==> config.mk <==
export PLATFORM = sky130hd
export DESIGN_NAME = bptg_ram
export DESIGN_NICKNAME = d
export VERILOG_FILES = /design/src/rtl/core/bptg_ram.sv
export SDC_FILE = /design/constraint.sdc
export NUM_CORES = 2
export LEC_CHECK = 0
export BUFFER_PORTS_ARGS = -buffer_cell sky130_fd_sc_hd__buf_2
export CAP_MARGIN = 5
export CORE_ASPECT_RATIO = 1.75
export CORE_MARGIN = 3
export CORE_UTILIZATION = 40
export DETAILED_ROUTE_END_ITERATION = 10
export PLACE_DENSITY_LB_ADDON = 0.12
export SETUP_SLACK_MARGIN = 0.5
export SYNTH_ARGS = -nofsm -noshare
export SYNTH_HDL_FRONTEND = slang
export SYNTH_SLANG_ARGS = --single-unit
export TNS_END_PERCENT = 50
==> constraint.sdc <==
create_clock -name clk -period 7.7 [get_ports clk]
set_input_delay 0.77 -clock clk [delete_from_list [all_inputs] [get_ports clk]]
set_output_delay 0.77 -clock clk [all_outputs]
set_load 0.01 [all_outputs]
==> src/rtl/core/bptg_ram.sv <==
// Generic single write port, single read port RAM with registered read data.
// Stand-alone; used for the two block stores of the power generator core.
`timescale 1ns / 1ps

module bptg_ram #(
    parameter int WIDTH = 32,
    parameter int DEPTH = 64
) (
    input  logic                     clk,
    input  logic                     we,
    input  logic [$clog2(DEPTH)-1:0] waddr,
    input  logic [WIDTH-1:0]         wdata,
    input  logic [$clog2(DEPTH)-1:0] raddr,
    output logic [WIDTH-1:0]         rdata
);

    logic [WIDTH-1:0] mem [DEPTH];

    // Write port and registered read port.
    always_ff @(posedge clk)
    begin
        if (we)
        begin
            mem[waddr] <= wdata;
        end
        rdata <= mem[raddr];
    end

endmodule

======== After elaboration in Yosys (flattened, before gate mapping) ========
Memories as Yosys holds them, arrays and structs flattened. A register that Yosys moved wholly into a read port is not among the register bits.
Index checks and enable logic that the tools add are counted.
storage, ports and cells
  register bits ........................... 0
  bits in writable memories ............... 2048
  output and inout bits ................... 32
  word-level logic and storage cells ...... 3
  memories kept ........................... 1
memory list
  name  depth  bits a word  rd ports  clocked after memory_dff  write ports  RTL line  source
  mem   64     32           1         1                         1            17        logic [WIDTH-1:0] mem [DEPTH];
cells by class
  mux-type cells .......................... 2
operators by type and width
  cell    number
  $mux 1  2

======== Depth between registers and ports, before layout ========
  depth after elaboration ................. 2
  gate-level depth with buffers ........... 10
  depth with buffers taken out ............ 5

======== Worst setup path after synthesis ========
Ideal clock, no wire load.
  path kind ............................... input-to-reg
  start point ............................. in waddr[3]
  end point ............................... mem mem[48][0] (enable)
  library setup time ...................... 0.461 ns
  arrival time ............................ 3.469 ns
  path slack .............................. 3.770 ns
  stages .................................. 4
  cell sequence ........................... clkbuf_1 > nor2b_1 > nand4b_1 > nor3_1
RTL lines
  item         RTL line  source
  from (decl)  11        input logic [$clog2(DEPTH)-1:0] waddr,
  to (decl)    17
No word-level cell before the write port.

==> impl_metrics.env <==
export IMPL_status="complete, no violations"
export IMPL_ctsResizeCount=0
export IMPL_fillers=16100
export IMPL_cts_sinks=2080
export IMPL_async_reset_ff_share_pct=0
export IMPL_syn_avg_cell_area_um2=23.6
export IMPL_crit_type="in -> reg"
export IMPL_grt_pass1_vias=38600
export IMPL_io_buffers=77
export IMPL_start_util_pct=40.3
export IMPL_max_cap_violations=0
export IMPL_track_usage_pct=22.3
export IMPL_io_pins=78
export IMPL_max_slew_margin_pct=15.2
export IMPL_seqCellArea_um2=62100
export IMPL_grt_max_degree=101
export IMPL_rsz0062_at_grt="false"
export IMPL_syn_inst=3324
export IMPL_synth_flop_cell="edfxtp_1"
export IMPL_dpl_hpwl_mm=123
export IMPL_hp_class="in -> reg"
export IMPL_worst_slew_pin_slew_ps=1270
export IMPL_power_leakage_nw=27.2
export IMPL_cts_hold_buffers=0
export IMPL_die_x_um=341
export IMPL_cp_start_kind="input pin"
export IMPL_grt_overflow=0
export IMPL_clockRootBuffer="clkbuf_16"
export IMPL_synth_commonest_cells="2048 x edfxtp_1, 544 x mux4_2, 137 x nor2_1"
export IMPL_dr_pass1_iters=6
export IMPL_p_sw_share_pct=21.4
export IMPL_grt_pass1_wl_mm=310
export IMPL_fin_tns_setup_ps=0
export IMPL_seqPwrFrac_pct=55.0
export IMPL_power_density_nw_per_um2=258
export IMPL_htree_levels=4
export IMPL_skew_ps=31.0
export IMPL_syn_nets=3370
export IMPL_cp_arrival_ps=4450
export IMPL_antenna_found_initial=19
export IMPL_finalSetupViolCount=0
export IMPL_yosysMostFrequentCell="edfxtp_1"
export IMPL_cp_max_fo=70
export IMPL_fin_crit_ps=3780
export IMPL_post_route_drc_count=0
export IMPL_slew_violations=0
export IMPL_finalPower_mw=22.9
export IMPL_pwr_share_comb_pct=5.4
export IMPL_min_period_over_period_pct=49.0
export IMPL_cts_inserted_buffers=187
export IMPL_switching_power_mw=4.89
export IMPL_clk_path_buf_depth=4
export IMPL_vdd_drop_max_v=0.000180
export IMPL_finalNetCount=3582
export IMPL_ant_nets=0
export IMPL_area_delta_synth_final_pct=12.9
export IMPL_synth_edf_count=2048
export IMPL_first_iter_violations=4139
export IMPL_die_h_um=592
export IMPL_synth_area_um2=78500
export IMPL_routedWlPerCell_um=35.8
export IMPL_timing_fmax_mhz=265
export IMPL_ys_seq_elements=2080
export IMPL_netlist_area_leader_share_pct=78.3
export IMPL_multi_input_area_um2=16000
export IMPL_vias_per_cell=5.81
export IMPL_clkPwrFrac_pct=39.6
export IMPL_clk_insertion_delay_late_ps=830
export IMPL_path_clk_slew_ps=70
export IMPL_synthTopCellsByArea="edfxtp_1 78%, mux4_2 16%, mux2i_1 1.2%"
export IMPL_die_area_um2=202000
export IMPL_routabilityCongestion=0.790
export IMPL_hold_viol=0
export IMPL_cts_setup_buffers=0
export IMPL_ys_types=34
export IMPL_cp_required_ps=8370
export IMPL_synth_warnings=0
export IMPL_vias=36500
export IMPL_end_kind="flip-flop"
export IMPL_synth_yosys_seq_area_share_pct=79.1
export IMPL_coreArea_um2=195000
export IMPL_std_cell_rows=214
export IMPL_synth_top_area_cell="edfxtp_1"
export IMPL_intPower_mw=18.0
export IMPL_drive_gt1_share_pct=29.2
export IMPL_wirelength_mm=225
export IMPL_cts_tree="done"
==> metal layers <==
| layer | vias to the layer above | global-route usage [%] | part of all wire (%) |
|---|---|---|---|
| met5 | - | 0 | 0.022 |
| met4 | 8 | 7.67 | 3.7 |
| met3 | 325 | 2.73 | 5.6 |
| met2 | 1264 | 41.2 | 54 |
| met1 | 20200 | 26.9 | 36 |
| li1 | 14600 | - | - |
==> worst max-delay path, stage by stage <==
cell and delay, ps:
buf_8 620, buf_4 570, buf_4 400, mux4_2 560
mux4_2 620, o22ai_1 590, nor2_1 150
==> power groups by stage <==
stage / logic, mW / registers [mW] / clock network [mW]
2_1_floorplan: 0.610 / 12.8 / 0
3_3_place_gp: 1.24 / 12.8 / 0
3_5_place_dp: 1.27 / 12.8 / 0
4_1_cts: 1.27 / 12.6 / 9.24
5_1_grt: 1.29 / 12.6 / 9.64
6_report: 1.23 / 12.6 / 9.04
==> path summary, 6_finish.rpt <==
check                                            from                    end  slack [ps]  cells after the start
worst min register to register  mem[28][20]$_DFFE_PP_      rdata[20]$_DFF_P_         840                      4
worst min-delay path                        wdata[12]  mem[22][12]$_DFFE_PP_         630                      2
worst max register to register  mem[61][18]$_DFFE_PP_      rdata[18]$_DFF_P_        5290                      5
worst max-delay path                         raddr[0]      rdata[15]$_DFF_P_        3920                      7
==> sequential cells by signal, indices dropped and copies added, names as in the netlist <==
register,cells
mem,2048
rdata,32
==> layout make-up <==
cell class	instances	area share, %
well taps	2592	3.66
clock buffers	231	5.63
multi-input cells	1062	18.0
diodes	9	0.0254
clock inverters	97	0.875
flip-flops and latches	2080	70.1
repair buffers	205	1.66
==> cells in the final DEF (no fill, tap or decap), types with 5 or more instances in the layout <==
cell type and n:
clkinvlp_4 6, nor2b_1 15, nand2_1 26, a311oi_1 8, nand3_1 5, mux2i_1 93
clkbuf_16 191, clkinv_1 40, clkinv_2 38, clkbuf_1 34, nand2b_1 6, o221ai_1 27
mux4_2 544, diode_2 9, nor3_1 5, nor2_4 62, a22oi_1 12, a21oi_1 62
buf_4 120, nand3b_1 5, dfxtp_1 32, buf_2 73, bufinv_16 13, nor2_1 75
o22ai_1 84, clkbuf_8 6, buf_12 7, edfxtp_1 2048
==> per-stage QoR <==
step                instances  hold slack [ps]  util, %  area, µm²  setup WS [ps]
finish                   6276              629     45.5      88600           3920
global route             6268              638     45.5      88600           3710
CTS                      6267              599     45.5      88600           3870
detailed placement       5939              825     42.5      82800           2970
global placement         5938              762     42.5      82800           3010
floorplan                3324              663        -      78500           3770
==> cells by family after synthesis <==
logic type	count (synthesis)	share of synthesized area (%)
mux	637	16.8
buf+inv	182	1.13
simple gates	223	1.27
flops	2080	79.1
compound gates	202	1.67
No activity file was read; power rests on OpenSTA's default activity.
